### config.mk
export PLATFORM = sky130hd
export DESIGN_NAME = tilt_orientation_detector_unit
export DESIGN_NICKNAME = d
export VERILOG_FILES = /design/src/design/tod_pkg.sv /design/src/design/tod_regs.sv /design/src/design/tod_ctrl.sv /design/src/design/tod_dp.sv /design/src/design/tilt_orientation_detector_unit.sv
export SDC_FILE = /design/constraint.sdc
export NUM_CORES = 2
export LEC_CHECK = 0
export BUFFER_PORTS_ARGS = -buffer_cell sky130_fd_sc_hd__buf_2
export CAP_MARGIN = 20
export CORE_UTILIZATION = 60
export DETAILED_ROUTE_END_ITERATION = 6
export PLACE_DENSITY = 0.77
export SLEW_MARGIN = 20
export SYNTH_ARGS = -nofsm -noshare
export SYNTH_HDL_FRONTEND = slang
export SYNTH_SLANG_ARGS = --single-unit
### constraint.sdc
create_clock -name i_clk -period 12.9 [get_ports i_clk]
set_clock_uncertainty 0.15 [all_clocks]
set_input_delay 1.29 -clock i_clk [delete_from_list [all_inputs] [get_ports i_clk]]
set_output_delay 1.29 -clock i_clk [all_outputs]
set_load 0.01 [all_outputs]
### src/design/tod_pkg.sv
// ---------------------------------------------------------------------------
// tod_pkg: shared types and constants for the tilt orientation detector
// Holds the request and result payloads, the register map, the
// configuration bundle and the datapath command bundle.
// ---------------------------------------------------------------------------
package tod_pkg;

    localparam int ADDR_W = 5;
    localparam int DATA_W = 32;

    localparam logic [2:0] REG_FILTER_GAIN   = 3'd0;
    localparam logic [2:0] REG_MIN_IN_PLANE  = 3'd1;
    localparam logic [2:0] REG_AXIS_WINDOW   = 3'd2;
    localparam logic [2:0] REG_HOLD_TIME     = 3'd3;
    localparam logic [2:0] REG_ORIENT_OFFSET = 3'd4;

    localparam logic [8:0]  RST_FILTER_GAIN   = 9'd51;
    localparam logic [14:0] RST_MIN_IN_PLANE  = 15'd2048;
    localparam logic [15:0] RST_AXIS_WINDOW   = 16'd37841;
    localparam logic [15:0] RST_HOLD_TIME     = 16'd300;
    localparam logic [1:0]  RST_ORIENT_OFFSET = 2'd2;

    typedef struct packed {
        logic [31:0]        now_ms;
        logic signed [15:0] accel_x;
        logic signed [15:0] accel_y;
    } t_in;

    typedef struct packed {
        logic [1:0] orientation;
        logic       changed;
    } t_out;

    typedef struct packed {
        logic [8:0]  filter_gain;
        logic [14:0] min_in_plane;
        logic [15:0] axis_window_tangent;
        logic [15:0] hold_time_ms;
        logic [1:0]  orientation_offset;
    } t_cfg;

    typedef enum logic [2:0] {
        MS_FX,
        MS_FY,
        MS_SQX,
        MS_SQY,
        MS_THR,
        MS_WIN
    } t_mul_sel;

    typedef struct packed {
        logic     load_in;
        logic     mul_en;
        t_mul_sel mul_sel;
        logic     upd_fx;
        logic     upd_fy;
        logic     acc_load;
        logic     acc_add;
        logic     cmp_flat;
        logic     decide;
    } t_cmd;

endpackage

### src/design/tod_regs.sv
// ---------------------------------------------------------------------------
// tod_regs: configuration register file
// APB-style write and read access to the five control registers.
// ---------------------------------------------------------------------------
module tod_regs (
    input  logic                       i_clk,
    input  logic                       i_rst_n,
    input  logic                       psel,
    input  logic                       penable,
    input  logic                       pwrite,
    input  logic [tod_pkg::ADDR_W-1:0] paddr,
    input  logic [tod_pkg::DATA_W-1:0] pwdata,
    output logic [tod_pkg::DATA_W-1:0] prdata,
    output logic                       pready,
    output tod_pkg::t_cfg              o_cfg
);

    tod_pkg::t_cfg r_cfg;
    logic          wr_en;
    logic [2:0]    reg_idx;

    assign pready  = 1'b1;
    assign wr_en   = psel & penable & pwrite;
    assign reg_idx = paddr[4:2];
    assign o_cfg   = r_cfg;

    always_ff @(posedge i_clk) begin
        if (!i_rst_n) begin
            r_cfg.filter_gain         <= tod_pkg::RST_FILTER_GAIN;
            r_cfg.min_in_plane        <= tod_pkg::RST_MIN_IN_PLANE;
            r_cfg.axis_window_tangent <= tod_pkg::RST_AXIS_WINDOW;
            r_cfg.hold_time_ms        <= tod_pkg::RST_HOLD_TIME;
            r_cfg.orientation_offset  <= tod_pkg::RST_ORIENT_OFFSET;
        end else if (wr_en) begin
            unique case (reg_idx)
                tod_pkg::REG_FILTER_GAIN:   r_cfg.filter_gain <= pwdata[8:0];
                tod_pkg::REG_MIN_IN_PLANE:  r_cfg.min_in_plane <= pwdata[14:0];
                tod_pkg::REG_AXIS_WINDOW:   r_cfg.axis_window_tangent <= pwdata[15:0];
                tod_pkg::REG_HOLD_TIME:     r_cfg.hold_time_ms <= pwdata[15:0];
                tod_pkg::REG_ORIENT_OFFSET: r_cfg.orientation_offset <= pwdata[1:0];
                default: ;
            endcase
        end
    end

    always_comb begin
        unique case (reg_idx)
            tod_pkg::REG_FILTER_GAIN:   prdata = {23'd0, r_cfg.filter_gain};
            tod_pkg::REG_MIN_IN_PLANE:  prdata = {17'd0, r_cfg.min_in_plane};
            tod_pkg::REG_AXIS_WINDOW:   prdata = {16'd0, r_cfg.axis_window_tangent};
            tod_pkg::REG_HOLD_TIME:     prdata = {16'd0, r_cfg.hold_time_ms};
            tod_pkg::REG_ORIENT_OFFSET: prdata = {30'd0, r_cfg.orientation_offset};
            default:                    prdata = '0;
        endcase
    end

endmodule

### src/design/tod_ctrl.sv
// ---------------------------------------------------------------------------
// tod_ctrl: sequencer for the orientation datapath
// Walks one request through the shared multiplier steps and owns the
// request and result handshakes.
// ---------------------------------------------------------------------------
module tod_ctrl (
    input  logic          i_clk,
    input  logic          i_rst_n,
    input  logic          i_in_valid,
    output logic          o_in_stall,
    output logic          o_out_valid,
    input  logic          i_out_stall,
    output tod_pkg::t_cmd o_cmd
);

    typedef enum logic [2:0] {
        ST_IDLE,
        ST_FX,
        ST_FY,
        ST_SX,
        ST_SY,
        ST_THR,
        ST_WIN,
        ST_DEC
    } t_state;

    t_state r_state;
    t_state n_state;
    logic   r_out_valid;
    logic   n_out_valid;
    logic   out_free;

    assign out_free    = !r_out_valid || !i_out_stall;
    assign o_in_stall  = (r_state != ST_IDLE);
    assign o_out_valid = r_out_valid;

    always_comb begin
        o_cmd         = '0;
        o_cmd.mul_sel = tod_pkg::MS_FX;
        n_state       = r_state;
        n_out_valid   = r_out_valid && i_out_stall;
        unique case (r_state)
            ST_IDLE: begin
                o_cmd.load_in = i_in_valid;
                if (i_in_valid) n_state = ST_FX;
            end
            ST_FX: begin
                o_cmd.mul_en  = 1'b1;
                o_cmd.mul_sel = tod_pkg::MS_FX;
                n_state       = ST_FY;
            end
            ST_FY: begin
                o_cmd.mul_en  = 1'b1;
                o_cmd.mul_sel = tod_pkg::MS_FY;
                o_cmd.upd_fx  = 1'b1;
                n_state       = ST_SX;
            end
            ST_SX: begin
                o_cmd.mul_en  = 1'b1;
                o_cmd.mul_sel = tod_pkg::MS_SQX;
                o_cmd.upd_fy  = 1'b1;
                n_state       = ST_SY;
            end
            ST_SY: begin
                o_cmd.mul_en   = 1'b1;
                o_cmd.mul_sel  = tod_pkg::MS_SQY;
                o_cmd.acc_load = 1'b1;
                n_state        = ST_THR;
            end
            ST_THR: begin
                o_cmd.mul_en  = 1'b1;
                o_cmd.mul_sel = tod_pkg::MS_THR;
                o_cmd.acc_add = 1'b1;
                n_state       = ST_WIN;
            end
            ST_WIN: begin
                o_cmd.mul_en   = 1'b1;
                o_cmd.mul_sel  = tod_pkg::MS_WIN;
                o_cmd.cmp_flat = 1'b1;
                n_state        = ST_DEC;
            end
            ST_DEC: begin
                if (out_free) begin
                    o_cmd.decide = 1'b1;
                    n_out_valid  = 1'b1;
                    n_state      = ST_IDLE;
                end
            end
            default: n_state = ST_IDLE;
        endcase
    end

    always_ff @(posedge i_clk) begin
        if (!i_rst_n) begin
            r_state     <= ST_IDLE;
            r_out_valid <= 1'b0;
        end else begin
            r_state     <= n_state;
            r_out_valid <= n_out_valid;
        end
    end

endmodule

### src/design/tod_dp.sv
// ---------------------------------------------------------------------------
// tod_dp: orientation datapath
// Low-pass filter, magnitude and axis-window tests on one shared
// multiplier, then the candidate and hold-time decision.
// ---------------------------------------------------------------------------
module tod_dp (
    input  logic          i_clk,
    input  logic          i_rst_n,
    input  tod_pkg::t_cmd i_cmd,
    input  tod_pkg::t_cfg i_cfg,
    input  tod_pkg::t_in  i_in_data,
    output tod_pkg::t_out o_out_data
);

    localparam logic [1:0] ORI_UP    = 2'd0;
    localparam logic [1:0] ORI_RIGHT = 2'd1;
    localparam logic [1:0] ORI_DOWN  = 2'd2;
    localparam logic [1:0] ORI_LEFT  = 2'd3;

    logic [31:0]        r_now;
    logic signed [15:0] r_ax;
    logic signed [15:0] r_ay;
    logic signed [23:0] r_fx;
    logic signed [23:0] r_fy;
    logic               r_primed;
    logic signed [49:0] r_prod;
    logic [47:0]        r_acc;
    logic               r_flat;
    logic [1:0]         r_cur;
    logic [1:0]         r_cand;
    logic [31:0]        r_start;
    tod_pkg::t_out      r_out;

    logic signed [24:0] diff_x;
    logic signed [24:0] diff_y;
    logic [23:0]        abs_x;
    logic [23:0]        abs_y;
    logic               y_major;
    logic [23:0]        major;
    logic [23:0]        minor;
    logic signed [24:0] mul_a;
    logic signed [24:0] mul_b;
    logic signed [23:0] next_fx;
    logic signed [23:0] next_fy;
    logic               ignore;
    logic [1:0]         base;
    logic [1:0]         cand;
    logic [31:0]        elapsed;
    logic               commit;

    function automatic logic signed [23:0] filt_next(input logic signed [23:0] filt,
                                                     input logic signed [49:0] prod);
        logic signed [27:0] sum;
        sum = {{4{filt[23]}}, filt} + {prod[34], prod[34:8]};
        if (sum[27:23] == 5'b00000 || sum[27:23] == 5'b11111)
            filt_next = sum[23:0];
        else if (sum[27])
            filt_next = 24'sh800000;
        else
            filt_next = 24'sh7FFFFF;
    endfunction

    assign diff_x  = $signed({r_ax[15], r_ax, 8'd0}) - $signed({r_fx[23], r_fx});
    assign diff_y  = $signed({r_ay[15], r_ay, 8'd0}) - $signed({r_fy[23], r_fy});
    assign abs_x   = r_fx[23] ? (~r_fx + 24'd1) : r_fx;
    assign abs_y   = r_fy[23] ? (~r_fy + 24'd1) : r_fy;
    assign y_major = abs_y > abs_x;
    assign major   = y_major ? abs_y : abs_x;
    assign minor   = y_major ? abs_x : abs_y;
    assign next_fx = r_primed ? filt_next(r_fx, r_prod) : {r_ax, 8'd0};
    assign next_fy = r_primed ? filt_next(r_fy, r_prod) : {r_ay, 8'd0};
    assign ignore  = {minor, 16'd0} > r_prod[39:0];
    assign base    = y_major ? (r_fy[23] ? ORI_UP : ORI_DOWN)
                             : (r_fx[23] ? ORI_RIGHT : ORI_LEFT);
    assign cand    = base + i_cfg.orientation_offset;
    assign elapsed = r_now - r_start;
    assign commit  = !r_flat && !ignore && (cand != r_cur) && (cand == r_cand)
                     && (elapsed >= {16'd0, i_cfg.hold_time_ms});
    assign o_out_data = r_out;

    always_comb begin
        unique case (i_cmd.mul_sel)
            tod_pkg::MS_FX: begin
                mul_a = diff_x;
                mul_b = {16'd0, i_cfg.filter_gain};
            end
            tod_pkg::MS_FY: begin
                mul_a = diff_y;
                mul_b = {16'd0, i_cfg.filter_gain};
            end
            tod_pkg::MS_SQX: begin
                mul_a = {1'b0, abs_x};
                mul_b = {1'b0, abs_x};
            end
            tod_pkg::MS_SQY: begin
                mul_a = {1'b0, abs_y};
                mul_b = {1'b0, abs_y};
            end
            tod_pkg::MS_THR: begin
                mul_a = {10'd0, i_cfg.min_in_plane};
                mul_b = {10'd0, i_cfg.min_in_plane};
            end
            tod_pkg::MS_WIN: begin
                mul_a = {1'b0, major};
                mul_b = {9'd0, i_cfg.axis_window_tangent};
            end
            default: begin
                mul_a = '0;
                mul_b = '0;
            end
        endcase
    end

    // payload and arithmetic registers
    always_ff @(posedge i_clk) begin
        if (i_cmd.load_in) begin
            r_now <= i_in_data.now_ms;
            r_ax  <= i_in_data.accel_x;
            r_ay  <= i_in_data.accel_y;
        end
        if (i_cmd.mul_en) r_prod <= mul_a * mul_b;
        if (i_cmd.acc_load) r_acc <= {1'b0, r_prod[46:0]};
        if (i_cmd.acc_add) r_acc <= r_acc + {1'b0, r_prod[46:0]};
        if (i_cmd.cmp_flat) r_flat <= r_acc < {2'd0, r_prod[29:0], 16'd0};
    end

    // filter and orientation state
    always_ff @(posedge i_clk) begin
        if (!i_rst_n) begin
            r_fx     <= '0;
            r_fy     <= '0;
            r_primed <= 1'b0;
            r_cur    <= ORI_UP;
            r_cand   <= ORI_UP;
            r_start  <= '0;
            r_out    <= '0;
        end else begin
            if (i_cmd.upd_fx) r_fx <= next_fx;
            if (i_cmd.upd_fy) begin
                r_fy     <= next_fy;
                r_primed <= 1'b1;
            end
            if (i_cmd.decide) begin
                r_out.orientation <= commit ? cand : r_cur;
                r_out.changed     <= commit;
                if (r_flat) begin
                    r_cand <= r_cur;
                end else if (!ignore) begin
                    if (cand == r_cur) begin
                        r_cand <= cand;
                    end else if (cand != r_cand) begin
                        r_cand  <= cand;
                        r_start <= r_now;
                    end else if (commit) begin
                        r_cur <= cand;
                    end
                end
            end
        end
    end

endmodule

### src/design/tilt_orientation_detector_unit.sv
// ---------------------------------------------------------------------------
// tilt_orientation_detector_unit: accelerometer screen orientation detector
// accept to result valid: states ST_FX, ST_FY, ST_SX, ST_SY, ST_THR, ST_WIN,
//   then ST_DEC; a request is taken only in idle, as the single shared multiplier
//   does two filter products, two squares, threshold square, window product
// a finished result waits in the output register while the next request runs
// reset is synchronous, active low: registers to defaults, filter unprimed
// ---------------------------------------------------------------------------
module tilt_orientation_detector_unit (
    input  logic                       i_clk,
    input  logic                       i_rst_n,
    input  logic                       i_in_valid,
    output logic                       o_in_stall,
    input  tod_pkg::t_in               i_in_data,
    output logic                       o_out_valid,
    input  logic                       i_out_stall,
    output tod_pkg::t_out              o_out_data,
    input  logic                       psel,
    input  logic                       penable,
    input  logic                       pwrite,
    input  logic [tod_pkg::ADDR_W-1:0] paddr,
    input  logic [tod_pkg::DATA_W-1:0] pwdata,
    output logic [tod_pkg::DATA_W-1:0] prdata,
    output logic                       pready
);

    tod_pkg::t_cfg cfg;
    tod_pkg::t_cmd cmd;

    tod_regs u_regs (
        .i_clk   (i_clk),
        .i_rst_n (i_rst_n),
        .psel    (psel),
        .penable (penable),
        .pwrite  (pwrite),
        .paddr   (paddr),
        .pwdata  (pwdata),
        .prdata  (prdata),
        .pready  (pready),
        .o_cfg   (cfg)
    );

    tod_ctrl u_ctrl (
        .i_clk       (i_clk),
        .i_rst_n     (i_rst_n),
        .i_in_valid  (i_in_valid),
        .o_in_stall  (o_in_stall),
        .o_out_valid (o_out_valid),
        .i_out_stall (i_out_stall),
        .o_cmd       (cmd)
    );

    tod_dp u_dp (
        .i_clk      (i_clk),
        .i_rst_n    (i_rst_n),
        .i_cmd      (cmd),
        .i_cfg      (cfg),
        .i_in_data  (i_in_data),
        .o_out_data (o_out_data)
    );

endmodule

==> results by group <==
Run status
  – Status: finished, final reports clean

Route
  – Met3 wire length: 15.1 mm
  – Highest metal used: met5
  – DR vias: 40.5k
  – Drt pass-1 iters: 6
  – Initial DRC Count: 3,701
  – Post-DRT Antenna Nets: 0
  – Routed len/inst: 22.3 um
  – DRT Wirelength: 149 mm
  – Met2 routed WL: 66.0 mm
  – Vias per inst: 6.05
  – Met1 Wirelength: 60.1 mm
  – DRC: 0

Clock tree
  – CTS Hold Bufs: 0
  – Num CTS Buffers: 36
  – Root buf cell: clkbuf_16
  – CTS tree: done
  – Clock tree sinks: 310
  – Max clock buf depth: 3
  – Clk slew on worst S/H paths: 0.07 ns
  – Clk_lat worst skew: 0.57 ns
  – H-Tree Depth: 2

Setup path
  – CP max-delay cell: o2111a_1
  – Crit path largest cell delay: 0.59 ns
  – CP Max Fanout: 21
  – Worst path required time: 13.06 ns
  – Arr. time, crit path: 12.63 ns
  – CP endpoint kind: register
  – Crit path kind: reg -> reg
  – CP Launch Type: register
  – CP most frequent cell: fa_1

Synthesis
  – FF+latch count, synth: 310
  – Async SR Flop Fraction: 0
  – Synth cell types: 101
  – Mapped Cells: 5,508
  – Syn Area/Cell: 8.56 um2
  – Synth Cell Area: 47,100 um2
  – Area leader, netlist: fa_1
  – Sequential fraction of the synthesis area: 0.166
  – EDFF count, synth: 160
  – Ys flop type: edfxtp_1
  – Synth top area share: 0.260
  – Synth warnings: 0
  – Synth area leaders: fa_1 (26%), ha_1 (11%), edfxtp_1 (10%)

Run
  – MaxCap Viol Count: 0

Floorplan
  – Row cnt: 102
  – Die Height: 282 um
  – Core ar.: 77,600 um2
  – Die Wd: 282 um
  – Die area: 79,700 um2
  – Io pins: 146
  – Initial core utilization: 0.607

STA
  – Minimum clock period: 12.47 ns
  – Slew Limit Headroom: 0.136
  – Endpoints failing hold: 0
  – Max frequency: 80.2 MHz
  – RSZ-0062 raised after global routing: false
  – Sum Neg Setup Slack: 0 ns
  – Setup violators final: 0
  – Max-slew violations: 0
  – Least-Margin Pin Slew: 1.30 ns
  – Crit share post-route: 0.967

Global routing
  – Vias in the first global route: 39.5k
  – Grt ovf: 0
  – Antenna violations before repair: 4
  – Gr usage total: 0.377
  – Largest net degree at the start of global routing: 96
  – First-pass GRT wire length: 227 mm

Place
  – # port buffers: 110
  – Post-DP HPWL: 119 mm
  – GPL Wtd Cong: 1.04

Layout
  – Commonest non-fill, non-tap cell in the layout: inv_1
  – Area Overhead vs Synth: 7.93%
  – Most frequent cells in the layout: inv_1 (927), nand2_1 (793), fa_1 (611)
  – Share of layout cells above drive strength 1: 0.0795
  – Nets: 6,733
  – Ant. Diodes: 0

Hold path
  – HP Class: reg -> reg
-- worst paths after layout --
check                   from         endpoint  slack [ns]  depth (start not counted)
min reg2reg  u_dp.r_start[2]  u_dp.r_start[2]        0.31                          2
max             u_dp.r_fx[1]  u_dp.r_prod[46]        0.43                         43
max reg2reg     u_dp.r_fx[1]  u_dp.r_prod[46]        0.43                         43
min          u_dp.r_start[2]  u_dp.r_start[2]        0.31                          2
-- layout make-up --
type                    count  area (um2)
multi-input cells        4053       35100
well taps                1040        1300
repair buffers            287        1950
inverters                 930        3490
clock inverters            16         178
fillers                  6615       26700
flip-flops and latches    310        7810
clock buffers              50        1030
-- logic make-up (layout without fill, tap and decap cells) --
group,Yosys count,count (layout),share of synthesized area
flops,310,310,0.166
other cells,2,17,0.000159
simple gates,1618,1618,0.156
buf+inv,1160,1283,0.0952
fa+ha+maj,1007,1007,0.365
mux,73,73,0.0176
compound gates,1088,1088,0.153
xor+xnor,250,250,0.0468
-- sequential cells by signal, indices dropped and copies added (netlist names) --
| name | count |
|---|---|
| u_regs.o_cfg | 58 |
| u_dp.r_acc | 48 |
| u_dp.r_prod | 47 |
| u_dp.r_now | 32 |
| u_dp.r_start | 32 |
| u_dp.r_fx | 24 |
| u_dp.r_fy | 24 |
| u_dp.r_ax | 16 |
| u_dp.r_ay | 16 |
| u_ctrl.r_state | 3 |
| u_dp.o_out_data | 3 |
| u_dp.r_cand | 2 |
| u_dp.r_cur | 2 |
| u_ctrl.o_out_valid | 1 |
| u_dp.r_flat | 1 |
| u_dp.r_primed | 1 |
-- timing repair --
item,4_1_cts,5_1_grt
resized for setup,0,18
endpoints found under the setup margin,0,13
buffers inserted,0,2
-- worst max-delay path: cells and delay by family (launching register included) --
kind,cells,cell delay [ns]
DFF,1,0.46
xor gates and xnor gates,2,0.31
adders and majority gates,9,4.18
AOI/OAI and AO/OA,9,2.30
buffers and inverters,9,1.13
and+or+nand+nor,14,3.62
-- synthesized netlist by cell type, drive strengths merged (57+ instances only) --
cell / n
nor2b: 82
dfxtp: 150
xor2: 79
nand3: 101
fa: 611
a21boi: 57
a21o: 129
o21ai: 236
edfxtp: 160
xnor2: 171
clkbuf: 177
a21oi: 256
ha: 396
nor2: 292
nand2: 795
and2: 81
inv: 928
-- per-stage QoR --
stage	hold WS, ns	cells	area, um2	utilization	worst slack [ns]
final	0.309	6686	50900	0.655	0.427
after global routing	0.333	6686	50900	0.655	0.0715
after CTS	0.315	6684	50800	0.654	0.0829
after detailed placement	0.306	6618	49600	0.639	0.0961
after global placement	0.293	6617	49500	0.639	0.318
after floorplan	0.285	5523	47200	-	1.56
-- per-layer routing --
layer,GRT usage,up-vias
li1,-,18300
met1,0.518,19700
met2,0.582,2014
met3,0.0653,409
met4,0.174,4
met5,0,-
Power is left out: the tool's default activity adds up to more than one toggle a clock period on the data nets, which glitch-free logic cannot reach.
